File: src/rtl/tlrbq_pkg.sv
// shared types, sizes and helpers for the three-level ready/blocked queue scheduler
// no dependencies; imported by every module of the block except tlrbq_ram

package tlrbq_pkg;

	localparam int LEVELS      = 3;
	localparam int QUEUE_DEPTH = 16;
	localparam int ID_WIDTH    = 8;

	// ready queues of all levels first, then the blocked queues
	localparam int NQ        = 2 * LEVELS;
	localparam int MEM_DEPTH = NQ * QUEUE_DEPTH;
	localparam int ADDR_W    = $clog2(MEM_DEPTH);
	localparam int PTR_W     = (QUEUE_DEPTH > 1) ? $clog2(QUEUE_DEPTH) : 1;
	localparam int CNT_W     = $clog2(QUEUE_DEPTH + 1);
	localparam int QI_W      = $clog2(NQ);
	localparam int LV_W      = (LEVELS > 1) ? $clog2(LEVELS) : 1;

	typedef logic [ID_WIDTH-1:0] id_t;
	typedef logic [PTR_W-1:0]    ptr_t;
	typedef logic [CNT_W-1:0]    cnt_t;
	typedef logic [QI_W-1:0]     qidx_t;
	typedef logic [ADDR_W-1:0]   addr_t;
	typedef logic [LV_W-1:0]     lvl_t;

	typedef enum logic [2:0] {
		K_ADD_R    = 3'd0,
		K_DROP_R   = 3'd1,
		K_ADD_B    = 3'd2,
		K_POP_B    = 3'd3,
		K_CLEAR    = 3'd4,
		K_PREEMPT  = 3'd5,
		K_DISPATCH = 3'd6,
		K_NOP      = 3'd7
	} kind_t;

	typedef enum logic [1:0] {
		STAT_OK     = 2'd0,
		STAT_BADLVL = 2'd1,
		STAT_EMPTY  = 2'd2,
		STAT_FULL   = 2'd3
	} status_t;

	typedef enum logic {
		S_IDLE = 1'b0,
		S_EXEC = 1'b1
	} state_t;

	// request from the sequencer to the pointer tables
	typedef struct packed {
		logic  look;
		qidx_t q;
		logic  push;
		logic  pop;
	} qp_req_t;

	// pointer table answers: snapshot flags and memory addresses
	typedef struct packed {
		logic  full;
		logic  empty;
		addr_t rd_addr;
		addr_t wr_addr;
	} qp_rsp_t;

	function automatic addr_t qaddr(qidx_t q, ptr_t p);
		return ADDR_W'(int'(q) * QUEUE_DEPTH + int'(p));
	endfunction

	function automatic ptr_t ptr_inc(ptr_t p);
		return (p == PTR_W'(QUEUE_DEPTH - 1)) ? '0 : p + 1'b1;
	endfunction

endpackage

File: src/rtl/tlrbq_ram.sv
// generic single-clock ram: one write port, one read port with registered data
// no package dependencies

module tlrbq_ram #(
	parameter int DEPTH = 96,
	parameter int WIDTH = 8
) (
	input  logic                     clk,
	input  logic                     wr_en,
	input  logic [$clog2(DEPTH)-1:0] wr_addr,
	input  logic [WIDTH-1:0]         wr_data,
	input  logic                     rd_en,
	input  logic [$clog2(DEPTH)-1:0] rd_addr,
	output logic [WIDTH-1:0]         rd_data
);

	logic [WIDTH-1:0] mem [DEPTH];

	always_ff @(posedge clk) begin
		if (wr_en) begin
			mem[wr_addr] <= wr_data;
		end
	end

	always_ff @(posedge clk) begin
		if (rd_en) begin
			rd_data <= mem[rd_addr];
		end
	end

endmodule

File: src/rtl/tlrbq_qptr.sv
// head, tail and count tables for every ready and blocked queue
// depends on tlrbq_pkg; takes a snapshot of one queue per command

module tlrbq_qptr import tlrbq_pkg::*; (
	input  logic    clk,
	input  logic    arst_n,
	input  qp_req_t req,
	output qp_rsp_t rsp
);

	ptr_t  head_q [NQ];
	ptr_t  tail_q [NQ];
	cnt_t  cnt_q  [NQ];

	qidx_t q_s1;
	ptr_t  head_s1;
	ptr_t  tail_s1;
	cnt_t  cnt_s1;

	ptr_t  head_rd;
	ptr_t  tail_rd;
	cnt_t  cnt_rd;

	// one read of each table per cycle, at the queue of the beat being accepted
	assign head_rd = head_q[req.q];
	assign tail_rd = tail_q[req.q];
	assign cnt_rd  = cnt_q[req.q];

	always_ff @(posedge clk) begin
		if (req.look) begin
			q_s1    <= req.q;
			head_s1 <= head_rd;
			tail_s1 <= tail_rd;
			cnt_s1  <= cnt_rd;
		end
	end

	always_ff @(posedge clk or negedge arst_n) begin
		if (!arst_n) begin
			for (int i = 0; i < NQ; i++) begin
				head_q[i] <= '0;
				tail_q[i] <= '0;
				cnt_q[i]  <= '0;
			end
		end else begin
			if (req.push) begin
				tail_q[q_s1] <= ptr_inc(tail_s1);
				cnt_q[q_s1]  <= cnt_s1 + 1'b1;
			end else if (req.pop) begin
				head_q[q_s1] <= ptr_inc(head_s1);
				cnt_q[q_s1]  <= cnt_s1 - 1'b1;
			end
		end
	end

	assign rsp.rd_addr = qaddr(req.q, head_rd);
	assign rsp.wr_addr = qaddr(q_s1, tail_s1);
	assign rsp.full    = (cnt_s1 == CNT_W'(QUEUE_DEPTH));
	assign rsp.empty   = (cnt_s1 == '0);

endmodule

File: src/rtl/three_level_ready_block_queues.sv
// top level of the three-level ready/blocked queue scheduler
// depends on tlrbq_pkg, tlrbq_ram and tlrbq_qptr
//
//  channel  handshake          fields
//  in       in_valid/in_stall  kind, level, proc_id, to_ready
//  out      out_valid/out_stall running_id, running_valid, status
//
// each command has two steps: accept (queue pointer snapshot and ram read of
// the ready head) then execute (memory write, pointer and running slot update)
// the registered read data of the queue ram sets this; one command is in flight at a time
// reset clears all pointers, counts and running slots; the ram needs no clearing
// a result waiting on out_stall holds the command in execute; in_stall stays high

module three_level_ready_block_queues import tlrbq_pkg::*; (
	input  logic       clk,
	input  logic       arst_n,
	input  logic       in_valid,
	output logic       in_stall,
	input  logic [2:0] kind,
	input  logic [1:0] level,
	input  logic [7:0] proc_id,
	input  logic       to_ready,
	output logic       out_valid,
	input  logic       out_stall,
	output logic [7:0] running_id,
	output logic       running_valid,
	output logic [1:0] status
);

	state_t  state_q, state_nx;
	logic    acc, commit;

	kind_t   kind_q;
	logic [1:0] lv_q;
	id_t     id_q;

	qp_req_t qreq;
	qp_rsp_t qrsp;
	id_t     rd_data;

	id_t     run_id_q [LEVELS];
	logic    run_v_q  [LEVELS];
	id_t     run_id_nx [LEVELS];
	logic    run_v_nx  [LEVELS];

	logic    out_valid_q;
	id_t     out_id_q;
	logic    out_rv_q;
	status_t out_stat_q;

	kind_t   kind_in;
	logic    lv_in_ok, blk_in, lv_ok;
	lvl_t    lvi_in, lvi;
	status_t stat;
	logic    do_push, do_pop, run_clr, run_set;
	id_t     sel_id;
	logic    sel_v;

	// next state
	always_comb begin
		state_nx = state_q;
		case (state_q)
			S_IDLE: begin
				if (in_valid) state_nx = S_EXEC;
			end
			S_EXEC: begin
				if (!out_valid_q || !out_stall) state_nx = S_IDLE;
			end
			default: state_nx = S_IDLE;
		endcase
	end

	// fsm outputs
	always_comb begin
		in_stall = 1'b1;
		commit   = 1'b0;
		case (state_q)
			S_IDLE: in_stall = 1'b0;
			S_EXEC: commit = !out_valid_q || !out_stall;
			default: in_stall = 1'b1;
		endcase
	end

	assign acc = in_valid && !in_stall;

	always_ff @(posedge clk or negedge arst_n) begin
		if (!arst_n) begin
			state_q <= S_IDLE;
		end else begin
			state_q <= state_nx;
		end
	end

	always_ff @(posedge clk) begin
		if (acc) begin
			kind_q <= kind_t'(kind);
			lv_q   <= level;
			id_q   <= ID_WIDTH'(proc_id);
		end
	end

	// pick the queue of the incoming beat so the snapshot is ready for execute
	always_comb begin
		kind_in  = kind_t'(kind);
		lv_in_ok = int'(level) < LEVELS;
		lvi_in   = lv_in_ok ? LV_W'(level) : '0;
		blk_in   = (kind_in == K_ADD_B) || (kind_in == K_POP_B) ||
		           ((kind_in == K_PREEMPT) && !to_ready);
		qreq.look = acc;
		qreq.q    = blk_in ? QI_W'(int'(lvi_in) + LEVELS) : QI_W'(lvi_in);
		qreq.push = commit && do_push;
		qreq.pop  = commit && do_pop;
	end

	tlrbq_qptr u_qptr (
		.clk    (clk),
		.arst_n (arst_n),
		.req    (qreq),
		.rsp    (qrsp)
	);

	// writes happen only in execute and reads only at accept, so they never overlap
	tlrbq_ram #(
		.DEPTH (MEM_DEPTH),
		.WIDTH (ID_WIDTH)
	) u_ram (
		.clk     (clk),
		.wr_en   (commit && do_push),
		.wr_addr (qrsp.wr_addr),
		.wr_data (id_q),
		.rd_en   (acc),
		.rd_addr (qrsp.rd_addr),
		.rd_data (rd_data)
	);

	// command decode in execute
	always_comb begin
		lv_ok   = int'(lv_q) < LEVELS;
		lvi     = lv_ok ? LV_W'(lv_q) : '0;
		stat    = STAT_OK;
		do_push = 1'b0;
		do_pop  = 1'b0;
		run_clr = 1'b0;
		run_set = 1'b0;
		if (kind_q != K_NOP) begin
			if (!lv_ok) begin
				stat = STAT_BADLVL;
			end else begin
				case (kind_q)
					K_ADD_R, K_ADD_B: begin
						if (qrsp.full) stat = STAT_FULL;
						else do_push = 1'b1;
					end
					K_DROP_R, K_POP_B: begin
						if (qrsp.empty) stat = STAT_EMPTY;
						else do_pop = 1'b1;
					end
					K_CLEAR: run_clr = 1'b1;
					K_PREEMPT: begin
						if (qrsp.full) begin
							stat = STAT_FULL;
						end else begin
							do_push = 1'b1;
							run_clr = 1'b1;
						end
					end
					K_DISPATCH: begin
						if (qrsp.empty) begin
							stat = STAT_EMPTY;
						end else begin
							do_pop  = 1'b1;
							run_set = 1'b1;
						end
					end
					default: stat = STAT_OK;
				endcase
			end
		end
	end

	// running slots after this command, then highest valid level wins
	always_comb begin
		sel_id = '0;
		sel_v  = 1'b0;
		for (int i = 0; i < LEVELS; i++) begin
			run_id_nx[i] = run_id_q[i];
			run_v_nx[i]  = run_v_q[i];
			if (lvi == LV_W'(i)) begin
				if (run_clr) begin
					run_id_nx[i] = '0;
					run_v_nx[i]  = 1'b0;
				end else if (run_set) begin
					run_id_nx[i] = rd_data;
					run_v_nx[i]  = 1'b1;
				end
			end
			if (run_v_nx[i]) begin
				sel_id = run_id_nx[i];
				sel_v  = 1'b1;
			end
		end
	end

	always_ff @(posedge clk or negedge arst_n) begin
		if (!arst_n) begin
			for (int i = 0; i < LEVELS; i++) begin
				run_id_q[i] <= '0;
				run_v_q[i]  <= 1'b0;
			end
		end else if (commit) begin
			for (int i = 0; i < LEVELS; i++) begin
				run_id_q[i] <= run_id_nx[i];
				run_v_q[i]  <= run_v_nx[i];
			end
		end
	end

	always_ff @(posedge clk or negedge arst_n) begin
		if (!arst_n) begin
			out_valid_q <= 1'b0;
		end else if (commit) begin
			out_valid_q <= 1'b1;
		end else if (!out_stall) begin
			out_valid_q <= 1'b0;
		end
	end

	always_ff @(posedge clk) begin
		if (commit) begin
			out_id_q   <= sel_id;
			out_rv_q   <= sel_v;
			out_stat_q <= stat;
		end
	end

	assign out_valid     = out_valid_q;
	assign running_id    = 8'(out_id_q);
	assign running_valid = out_rv_q;
	assign status        = out_stat_q;

	a_no_accept_in_exec: assert property (@(posedge clk) disable iff (!arst_n)
		!(acc && commit))
		else $error("beat accepted while a command executes");

	a_idle_id_zero: assert property (@(posedge clk) disable iff (!arst_n)
		out_valid |-> (running_valid || running_id == 8'd0))
		else $error("running_id nonzero with no running process");

	a_full_only_push: assert property (@(posedge clk) disable iff (!arst_n)
		(commit && stat == STAT_FULL) |->
		(kind_q == K_ADD_R || kind_q == K_ADD_B || kind_q == K_PREEMPT))
		else $error("full status on a command that does not push");

	a_result_from_commit: assert property (@(posedge clk) disable iff (!arst_n)
		$rose(out_valid_q) |-> $past(commit))
		else $error("result appeared without an executed command");

endmodule
File: config.mk
export PLATFORM = sky130hd
export DESIGN_NAME = three_level_ready_block_queues
export DESIGN_NICKNAME = d
export VERILOG_FILES = /design/src/rtl/tlrbq_pkg.sv /design/src/rtl/tlrbq_ram.sv /design/src/rtl/tlrbq_qptr.sv /design/src/rtl/three_level_ready_block_queues.sv
export SDC_FILE = /design/constraint.sdc
export NUM_CORES = 1
export LEC_CHECK = 0
export ABC_AREA = 1
export BUFFER_PORTS_ARGS = -buffer_cell sky130_fd_sc_hd__buf_2
export CORE_ASPECT_RATIO = 0.9
export CORE_MARGIN = 2
export CORE_UTILIZATION = 55
export CTS_CLUSTER_SIZE = 30
export DETAILED_ROUTE_END_ITERATION = 8
export GPL_ROUTABILITY_DRIVEN = 0
export PLACE_DENSITY = 0.71
export SLEW_MARGIN = 20
export SYNTH_ARGS = -nofsm -noshare
export SYNTH_HDL_FRONTEND = slang
export SYNTH_SLANG_ARGS = --single-unit
export TNS_END_PERCENT = 1
File: constraint.sdc
create_clock -name clk -period 4.5 [get_ports clk]
set_clock_uncertainty 0.2 [all_clocks]
set_input_delay 0.675 -clock clk [delete_from_list [all_inputs] [get_ports clk]]
set_output_delay 0.675 -clock clk [all_outputs]
set_load 0.01 [all_outputs]
==> results.md, run 1 <==
Outcome:
- The run finished, with violations left.
- The checks that failed: negative hold slack.

Floorplanning:
- The die covers 0.0758 mm².
- From left edge to right edge, the die measures 290 µm.
- Once the floorplan was initialized, standard cells occupied a little under three fifths of the core.
- In this run the vertical extent of the chip is 261 µm.
- The row count is 94.
- The floorplan step defined a core boundary enclosing 0.0730 mm².
- Pin placement for this block handled 31 I/O pins.

Global routing:
- The total track usage is 27.1%.
- The number of antenna violations at the first check in global routing was 1.
- The number of global-route vias before repair is 26500.
- The total overflow left after global routing is 0.
- Entering global routing, the biggest net connects 104 pins.
- The first global-routing pass estimated about 160000 µm of wire.

Synthesis:
- The net count after synthesis is 3745.
- A synthesized cell averages 10.9 µm².
- Counting every instance in the synthesized netlist gives 3717.
- The Yosys warning count is 0.
- After synthesis, the share of flip-flops with an asynchronous set or reset is 11.6%.
- Among all flip-flop cells after synthesis, the most frequent one is sky130_fd_sc_hd__edfxtp_1.
- Counting flops with a built-in enable in the synthesized netlist gives 816.
- The count of state elements after synthesis is 923.
- Yosys mapped the design onto 42 distinct sky130hd cell types.
- The mapped netlist covers 0.0405 mm².
- The sequential cell area fraction in the yosys report is 67.1%.

Route:
- After detailed routing, the number of remaining DRC violations is 0.
- The number of nets still failing antenna checks after routing is 0.
- The overall via count from detail_route is 28100.
- The routed wire length on met2 is 47000 µm.
- After detailed routing, no signal wire sits above met5.
- The total routed wirelength is about 100000 µm.
- The routed length on met3 is ~10000 µm.
- For this block, wires on met1 add up to 43200 µm.
- The mean routed wirelength per cell is 21.8 µm.
- After detailed routing, the number of vias per cell comes to 5.91.
- The length of the first detailed-routing pass in iterations is 6.
- For this block, the initial DRC count from the detailed router was 3796.

Power and ir drop:
- The standby leakage power is 17.3 nW.
- The maximum vdd drop is 0.000328 V.
- The power density relative to cell area is 564 mW/mm².

Cells and area:
- The library cell used most frequently in the layout, excluding fill and tap cells, is sky130_fd_sc_hd__edfxtp_1.
- The share of final-layout standard cells stronger than drive strength 1 is under 10%.
- For this run, the post-layout net count is 3741.
- The library cells used most frequently in the layout, excluding fill and tap cells, are sky130_fd_sc_hd__edfxtp_1 (816), sky130_fd_sc_hd__nand3_1 (654), sky130_fd_sc_hd__nand2_1 (547).
- The count of placed standard cells in the final layout, fillers left out is 4748.
- From synthesis to final layout, the design area changed by 10.9%.
- 0 antenna diodes ended up in the layout.

Timing:
- Headroom to the max-slew limit came out at 33.2%.
- Setup repair after global routing left no endpoint under its margin.
- The actual slew at the worst max-slew pin is 0.998 ns.
- The final hold violation count is 12.
- Hold timing on the final database bottoms out at a slack of -0.0129 ns.
- Derived from the worst setup path, the maximum achievable clock frequency is 246 MHz.
- The clock period minus final worst setup slack is just over 4 ns.
- After layout, the worst path uses 90.4% of the clock period.
- The total setup violations reported at the end of the flow is 0.
- For the final routed database, the setup TNS stands at 0 ns.
- Setup slack on the critical path of the routed design comes to 0.431 ns.
- The max-slew violation total from the final report is 0.

CTS:
- The clock tree root driver cell is sky130_fd_sc_hd__clkbuf_16.
- The clock insertion delay at the later pin of the skew report is 0.66 ns.
- After clock tree synthesis, the clock-pin slew on the worst setup and hold paths is around 0.070 ns.
- After clock tree synthesis, the setup repair step added 0 buffers.
- The number of clock buffers inserted by TritonCTS is 92.
- The number of H-tree branching levels is 3.
- The clock tree buffer depth is 3.
- The CTS tree is built.
- The number of sinks on the clock net is 923.

Worst hold path:
- The min-delay analysis places its worst path in the category in -> async.

Run:
- Max-cap violations in this run came to 0.

Setup path:
- The data arrival time of the critical path is about 4.4 ns.
- In this run the critical register-to-register path is captured at u_ram.mem[0][3]$_DFFE_PP_.
- In this run the worst path has a maximum fanout of 48.
- The setup path with the least slack is of type in -> reg.
- The number of cells traversed by the worst register-to-register path is 9.
- The setup slack of the worst register-to-register path is approximately 0.8 ns.
- STA puts the critical path data required time at 4.83 ns.
- The launching point of the worst reg2reg path is lv_q[0]$_DFFE_PP_.
- The worst setup path is captured at a flop.
- STA classifies the critical path startpoint as a primary input.

Place:
- Once placement completed, the tool counted placed cells totaling between 4000 and 5000.
- The worst setup slack after placement is about 0.29 ns.
- The count of buffers added on input and output ports is 30.
- The detailed placer's ending HPWL is slightly above 60000 µm.
## critical path, cell delays in order
cell and delay (ns):
sky130_fd_sc_hd__dlygate4sd3_1 0.53, sky130_fd_sc_hd__buf_2 0.12, sky130_fd_sc_hd__inv_1 0.05, sky130_fd_sc_hd__nor2_1 0.10
sky130_fd_sc_hd__nand2_2 0.09, sky130_fd_sc_hd__nand2_2 0.11, sky130_fd_sc_hd__nand2_4 0.07, sky130_fd_sc_hd__buf_4 0.24
sky130_fd_sc_hd__inv_2 0.40, sky130_fd_sc_hd__nand2_1 0.23, sky130_fd_sc_hd__o21ai_4 0.12, sky130_fd_sc_hd__buf_12 0.19
sky130_fd_sc_hd__buf_12 0.26, sky130_fd_sc_hd__buf_12 0.21, sky130_fd_sc_hd__nand3_1 0.10, sky130_fd_sc_hd__nand3_1 0.14
sky130_fd_sc_hd__nand3_1 0.22, sky130_fd_sc_hd__nand3_1 0.17, sky130_fd_sc_hd__nand3_1 0.08, sky130_fd_sc_hd__nand2_1 0.10
sky130_fd_sc_hd__nand2_1 0.05, sky130_fd_sc_hd__nand2_1 0.06
## worst max-delay path by stage
stage | from | endpoint | cells past startpoint
after detailed placement | level[0] | u_ram.rd_data[4]$_DFFE_PP_ | 19
after global routing | kind[0] | u_ram.rd_data[2]$_DFFE_PP_ | 22
final | kind[0] | u_ram.rd_data[5]$_DFFE_PP_ | 22
after CTS | kind[0] | u_ram.rd_data[1]$_DFFE_PP_ | 22
after floorplan | level[1] | u_ram.rd_data[7]$_DFFE_PP_ | 19
after global placement | level[0] | u_ram.rd_data[1]$_DFFE_PP_ | 20
## through the flow
| stage | utilization, % | power (mW) | area [µm²] |
|---|---|---|---|
| 2_1_floorplan | - | 15.1 | 40500 |
| 3_3_place_gp | 57.0 | 17.3 | 41700 |
| 3_5_place_dp | 57.0 | 17.3 | 41700 |
| 4_1_cts | 61.5 | 25.3 | 44900 |
| 5_1_grt | 61.5 | 26.4 | 44900 |
| 6_report | 61.5 | 25.3 | 44900 |
## registers in the layout, indices dropped and copies added (netlist names), 3 cells and up
| name | cells |
|---|---|
| id_q | 8 |
| kind_q | 3 |
| run_id_q | 24 |
| run_v_q | 3 |
| running_id | 8 |
| u_qptr.cnt_q | 30 |
| u_qptr.cnt_s1 | 5 |
| u_qptr.head_q | 24 |
| u_qptr.head_s1 | 4 |
| u_qptr.q_s1 | 3 |
| u_qptr.tail_q | 24 |
| u_qptr.tail_s1 | 4 |
| u_ram.mem | 768 |
| u_ram.rd_data | 8 |
## per-layer routing
layer	vias to the layer above	GRT usage, %
li1	12800	-
met1	13600	39.0
met2	1410	41.8
met3	199	5.53
met4	2	8.94
met5	-	0
## synthesized netlist by cell type, types with 31 or more instances
library cell	number	area (µm²)
sky130_fd_sc_hd__clkbuf_1	59	221
sky130_fd_sc_hd__nor2_1	195	732
sky130_fd_sc_hd__buf_2	119	596
sky130_fd_sc_hd__o21ai_0	220	1100
sky130_fd_sc_hd__nand2_1	550	2060
sky130_fd_sc_hd__dfrtp_1	107	2680
sky130_fd_sc_hd__inv_1	506	1900
sky130_fd_sc_hd__buf_4	31	233
sky130_fd_sc_hd__edfxtp_1	816	24500
sky130_fd_sc_hd__a21oi_1	76	380
sky130_fd_sc_hd__nand3b_1	176	1320
sky130_fd_sc_hd__nand3_1	654	3270
sky130_fd_sc_hd__o21ai_1	43	215
## report_power, final
part           internal [mW]  switching (mW)
sequential              10.2           0.351
clock                   4.67            3.32
combinational           1.95            4.86
## cell families after synthesis
logic type,Yosys count,share of synthesized area [%]
flops,923,67.1
compound gates,450,6.23
fa+ha+maj,10,0.309
xor+xnor,6,0.130
simple gates,1600,18.7
buf+inv,728,7.48
## area by class of cell
type                    instances  area, µm²
flip-flops and latches        923      27200
fillers                      5683      28100
repair buffers                119       1120
clock buffers                 111       2510
multi-input cells            2066      10300
well taps                     960       1200
clock inverters                58        651
inverters                     511       1920
## repair_timing
action	in CTS	in global routing
endpoints found under the hold margin	9	0
resized for setup	0	0
hold buffers	9	0
Note: power is estimated with default switching activity, not from simulation.
==> run 2: changes to the inputs <==
--- a/config.mk
+++ b/config.mk
@@ -9,11 +9,11 @@
 export BUFFER_PORTS_ARGS = -buffer_cell sky130_fd_sc_hd__buf_2
 export CORE_ASPECT_RATIO = 0.9
 export CORE_MARGIN = 2
-export CORE_UTILIZATION = 55
+export CORE_UTILIZATION = 53
 export CTS_CLUSTER_SIZE = 30
 export DETAILED_ROUTE_END_ITERATION = 8
 export GPL_ROUTABILITY_DRIVEN = 0
-export PLACE_DENSITY = 0.71
+export PLACE_DENSITY = 0.69
 export SLEW_MARGIN = 20
 export SYNTH_ARGS = -nofsm -noshare
 export SYNTH_HDL_FRONTEND = slang
==> results.md, run 2 (synthesis results as in run 1) <==
Route:
- The total routed wirelength is 104000 µm (was 103000 µm).
- The number of nets still failing antenna checks after routing is 0 (unchanged).
- The number of vias per cell is 5.74 (was 5.91).
- The number of DRC violations after detailed routing was 0 (unchanged).
- The number of design-rule violations left by the first detailed-router iteration was 3550 (was 3796).
- The overall via count from detail_route is 27700 (was 28100).
- The mean routed wirelength per cell was 21.5 µm (was 21.8 µm).
- The length of the first detailed-routing pass in iterations is 6 (unchanged).

Run:
- The count of maximum capacitance violations was 0 (unchanged).

CTS:
- The CTS tree was built (unchanged).
- The clock tree buffer depth was 3 (unchanged).
- The clock tree root driver cell is sky130_fd_sc_hd__clkbuf_16 (unchanged).
- The number of clock buffers inserted by TritonCTS is 94 (was 92).
- The post-CTS resize count is 0 (unchanged).
- The clock transition at the register clock pins on the worst setup and hold paths after CTS is 0.06 ns (was 0.07 ns).
- The number of sinks on the clock net was 923 (unchanged).
- The number of H-tree branching levels is 3 (unchanged).
- The clock insertion delay at the later pin of the skew report is 0.67 ns (was 0.66 ns).

Place:
- The number of placed instances, taps included is 4638 (was 4570).
- The worst setup slack after placement is 0.263 ns (was 0.288 ns).
- The detailed placer's ending HPWL is 61200 µm (was 61100 µm).
- The number of port buffers was 30 (unchanged).

Power and ir drop:
- The maximum vdd drop came to 0.000436 V (was 0.000328 V).
- The total power draw is 24.8 mW (was 25.3 mW).
- The power density relative to cell area was 554 mW/mm² (was 564 mW/mm²).
- The standby leakage power is 17.2 nW (was 17.3 nW).

Cells and area:
- Top library cells by usage in the layout, fill and taps aside: sky130_fd_sc_hd__edfxtp_1 (816), sky130_fd_sc_hd__nand3_1 (654), sky130_fd_sc_hd__nand2_1 (547) (unchanged).
- The post-synthesis to final-layout area growth is 10.5% (was 10.9%).
- The most flop-heavy register is u_ram.mem (unchanged).
- The number of fill cells is 6171 (was 5683).
- The count of placed standard cells in the final layout, fillers left out is 4822 (was 4748).
- The net total in the final layout was 3745 (was 3741).
- The flip-flop count of the largest register after layout is 768 (unchanged).
- The area of the multi-input gates came to 0.0103 mm² (unchanged).
- The leading cell type in the layout, fill and taps excluded is sky130_fd_sc_hd__edfxtp_1 (unchanged).
- The final core utilization is 58.9% (was 61.5%).
- The share of final-layout standard cells stronger than drive strength 1 is 7.09% (was 7.60%).
- The area of all sequential standard cells was 0.0272 mm² (unchanged).
- Registers with the highest flip-flop counts: u_ram.mem x768, u_qptr.cnt_q x30 (unchanged).

Timing:
- The clock period minus final worst setup slack is 4.15 ns (was 4.07 ns).
- The worst relative slew slack came to 29.8% (was 33.2%).
- Setup repair after global routing missed its margin: false (unchanged).
- The max-slew violation total from the final report is 0 (unchanged).
- The final critical-path share of the clock period was 92.3% (was 90.4%).
- The maximum clock frequency is 241 MHz (was 246 MHz).
- The final hold violation count is 0 (was 12).
- The total setup violations reported at the end of the flow is 0 (unchanged).
- The setup slack of the critical path after layout came to 0.348 ns (was 0.431 ns).
- The actual slew at the worst max-slew pin is 1.05 ns (was 0.998 ns).
- The sum of negative setup slack is 0 ns (unchanged).

Setup path:
- The critical path required time is 4.82 ns (was 4.83 ns).
- The critical path capture point type is a flop (unchanged).
- The data arrival time of the critical path came to 4.47 ns (was 4.40 ns).
- The critical path start-end classification is in -> reg (unchanged).
- The largest driver fanout on the critical path is 57 (was 48).
- The sort of element at the start of the critical path is a primary input (unchanged).

Floorplanning:
- The overall die height is 266 µm (was 261 µm).
- The number of top-level pins is 31 (unchanged).
- The floorplan die width was 295 µm (was 290 µm).
- The die footprint was 0.0786 mm² (was 0.0758 mm²).
- The area of the placeable core is 0.0759 mm² (was 0.0730 mm²).
- The starting density of the core is 53.3% (was 55.4%).
- The row count is 96 (was 94).

Global routing:
- The maximum number of pins on one net before global-route repair is 126 (was 104).
- The number of global-route vias before repair came to 26100 (was 26500).
- The number of antenna violations at the first check in global routing is 2 (was 1).
- The wire length of the first global-routing pass came to 158000 µm (about the same).
- The remaining global-route overflow is 0 (unchanged).
- The total track usage came to 26.5% (was 27.1%).

Outcome:
- Run status: finished, final reports clean (was complete, but fails checks).

Worst hold path:
- The class of the tightest hold or removal check is in -> reg (was in -> async).
[run 2: cell count changes in the layout (fill, tap and decap cells not counted)]
cell                            previous run  this run
sky130_fd_sc_hd__buf_12                   22        19
sky130_fd_sc_hd__buf_4                    59        61
sky130_fd_sc_hd__bufinv_16                12         6
sky130_fd_sc_hd__clkbuf_1                  9        20
sky130_fd_sc_hd__clkbuf_8                  7         0
sky130_fd_sc_hd__clkinv_1                 18        27
sky130_fd_sc_hd__clkinv_16                 1         0
sky130_fd_sc_hd__clkinv_2                 21        16
sky130_fd_sc_hd__diode_2                   0         1
sky130_fd_sc_hd__dlygate4sd3_1             9        12
sky130_fd_sc_hd__inv_16                    2         3
[run 2: path summary, 6_finish.rpt]
kind	endpoint	depth (start not counted)	from	slack (ns)
min in group asynchronous	u_qptr.tail_q[9]$_DFFE_PN0P_	2	arst_n	0.51
max reg2reg	u_ram.mem[90][2]$_DFFE_PP_	10	u_qptr.cnt_s1[0]$_DFFE_PP_	0.88
max in group asynchronous	run_id_q[17]$_DFFE_PN0P_	3	arst_n	2.74
min	out_valid$_DFFE_PN0P_	3	out_stall	0.04
max	u_ram.rd_data[5]$_DFFE_PP_	21	kind[1]	0.35
min reg2reg	u_qptr.tail_q[10]$_DFFE_PN0P_	2	u_qptr.tail_q[10]$_DFFE_PN0P_	0.27
[run 2: critical path: stages]
cell and delay [ns]:
sky130_fd_sc_hd__dlygate4sd3_1 0.53, sky130_fd_sc_hd__buf_2 0.13, sky130_fd_sc_hd__nand2_1 0.18, sky130_fd_sc_hd__nand2_2 0.13, sky130_fd_sc_hd__nand2_4 0.23, sky130_fd_sc_hd__nand2_2 0.15, sky130_fd_sc_hd__inv_2 0.10, sky130_fd_sc_hd__buf_4 0.23
sky130_fd_sc_hd__nand3_1 0.12, sky130_fd_sc_hd__nand2_2 0.11, sky130_fd_sc_hd__nand2_1 0.09, sky130_fd_sc_hd__nand2_4 0.30, sky130_fd_sc_hd__buf_12 0.30, sky130_fd_sc_hd__nand3_1 0.12, sky130_fd_sc_hd__nand3_1 0.17, sky130_fd_sc_hd__nand3_1 0.15
sky130_fd_sc_hd__nand3_1 0.33, sky130_fd_sc_hd__nand3_1 0.12, sky130_fd_sc_hd__nand2_1 0.10, sky130_fd_sc_hd__nand2_1 0.06, sky130_fd_sc_hd__nand2_1 0.05
[run 2: metrics by stage]
step,hold WS [ns],instance area [µm²]
3_3_place_gp,0.253,41700
4_1_cts,0.00814,44700
5_1_grt,0.0392,44700
6_report,0.0366,44700
3_5_place_dp,0.259,41700
2_1_floorplan,0.179,40500
[run 2: what timing repair did]
item / in CTS / in global routing
setup buffers: 0 / 0
hold endpoints to repair: 22 / 0
hold buffers: 12 / 0
[run 2: layout make-up]
type	instances	share of cell area (%)
Clock inverter	56	1.05
Timing Repair Buffer	121	2.47
Sequential cell	923	60.7
Tap cell	1029	2.88
Multi-Input combinational cell	2066	23.1
Clock buffer	115	5.48
Antenna cell	1	0.00559
Inverter	511	4.29
[run 2: power by group]
part | internal [mW] | switching, mW | total (mW)
Combinational | 1.93 | 4.83 | 6.76
Sequential | 10.2 | 0.329 | 10.5
Clock | 4.23 | 3.28 | 7.51
Total | 16.3 | 8.44 | 24.8
[run 2: routing by layer]
| layer | part of all wire [%] | GRT usage (%) | vias up |
|---|---|---|---|
| met5 | 0 | 0 | - |
| met4 | 2.8 | 8.05 | 0 |
| met3 | 9.1 | 4.99 | 200 |
| met2 | 47 | 41.4 | 1272 |
| met1 | 42 | 37.8 | 13400 |
| li1 | - | - | 12800 |
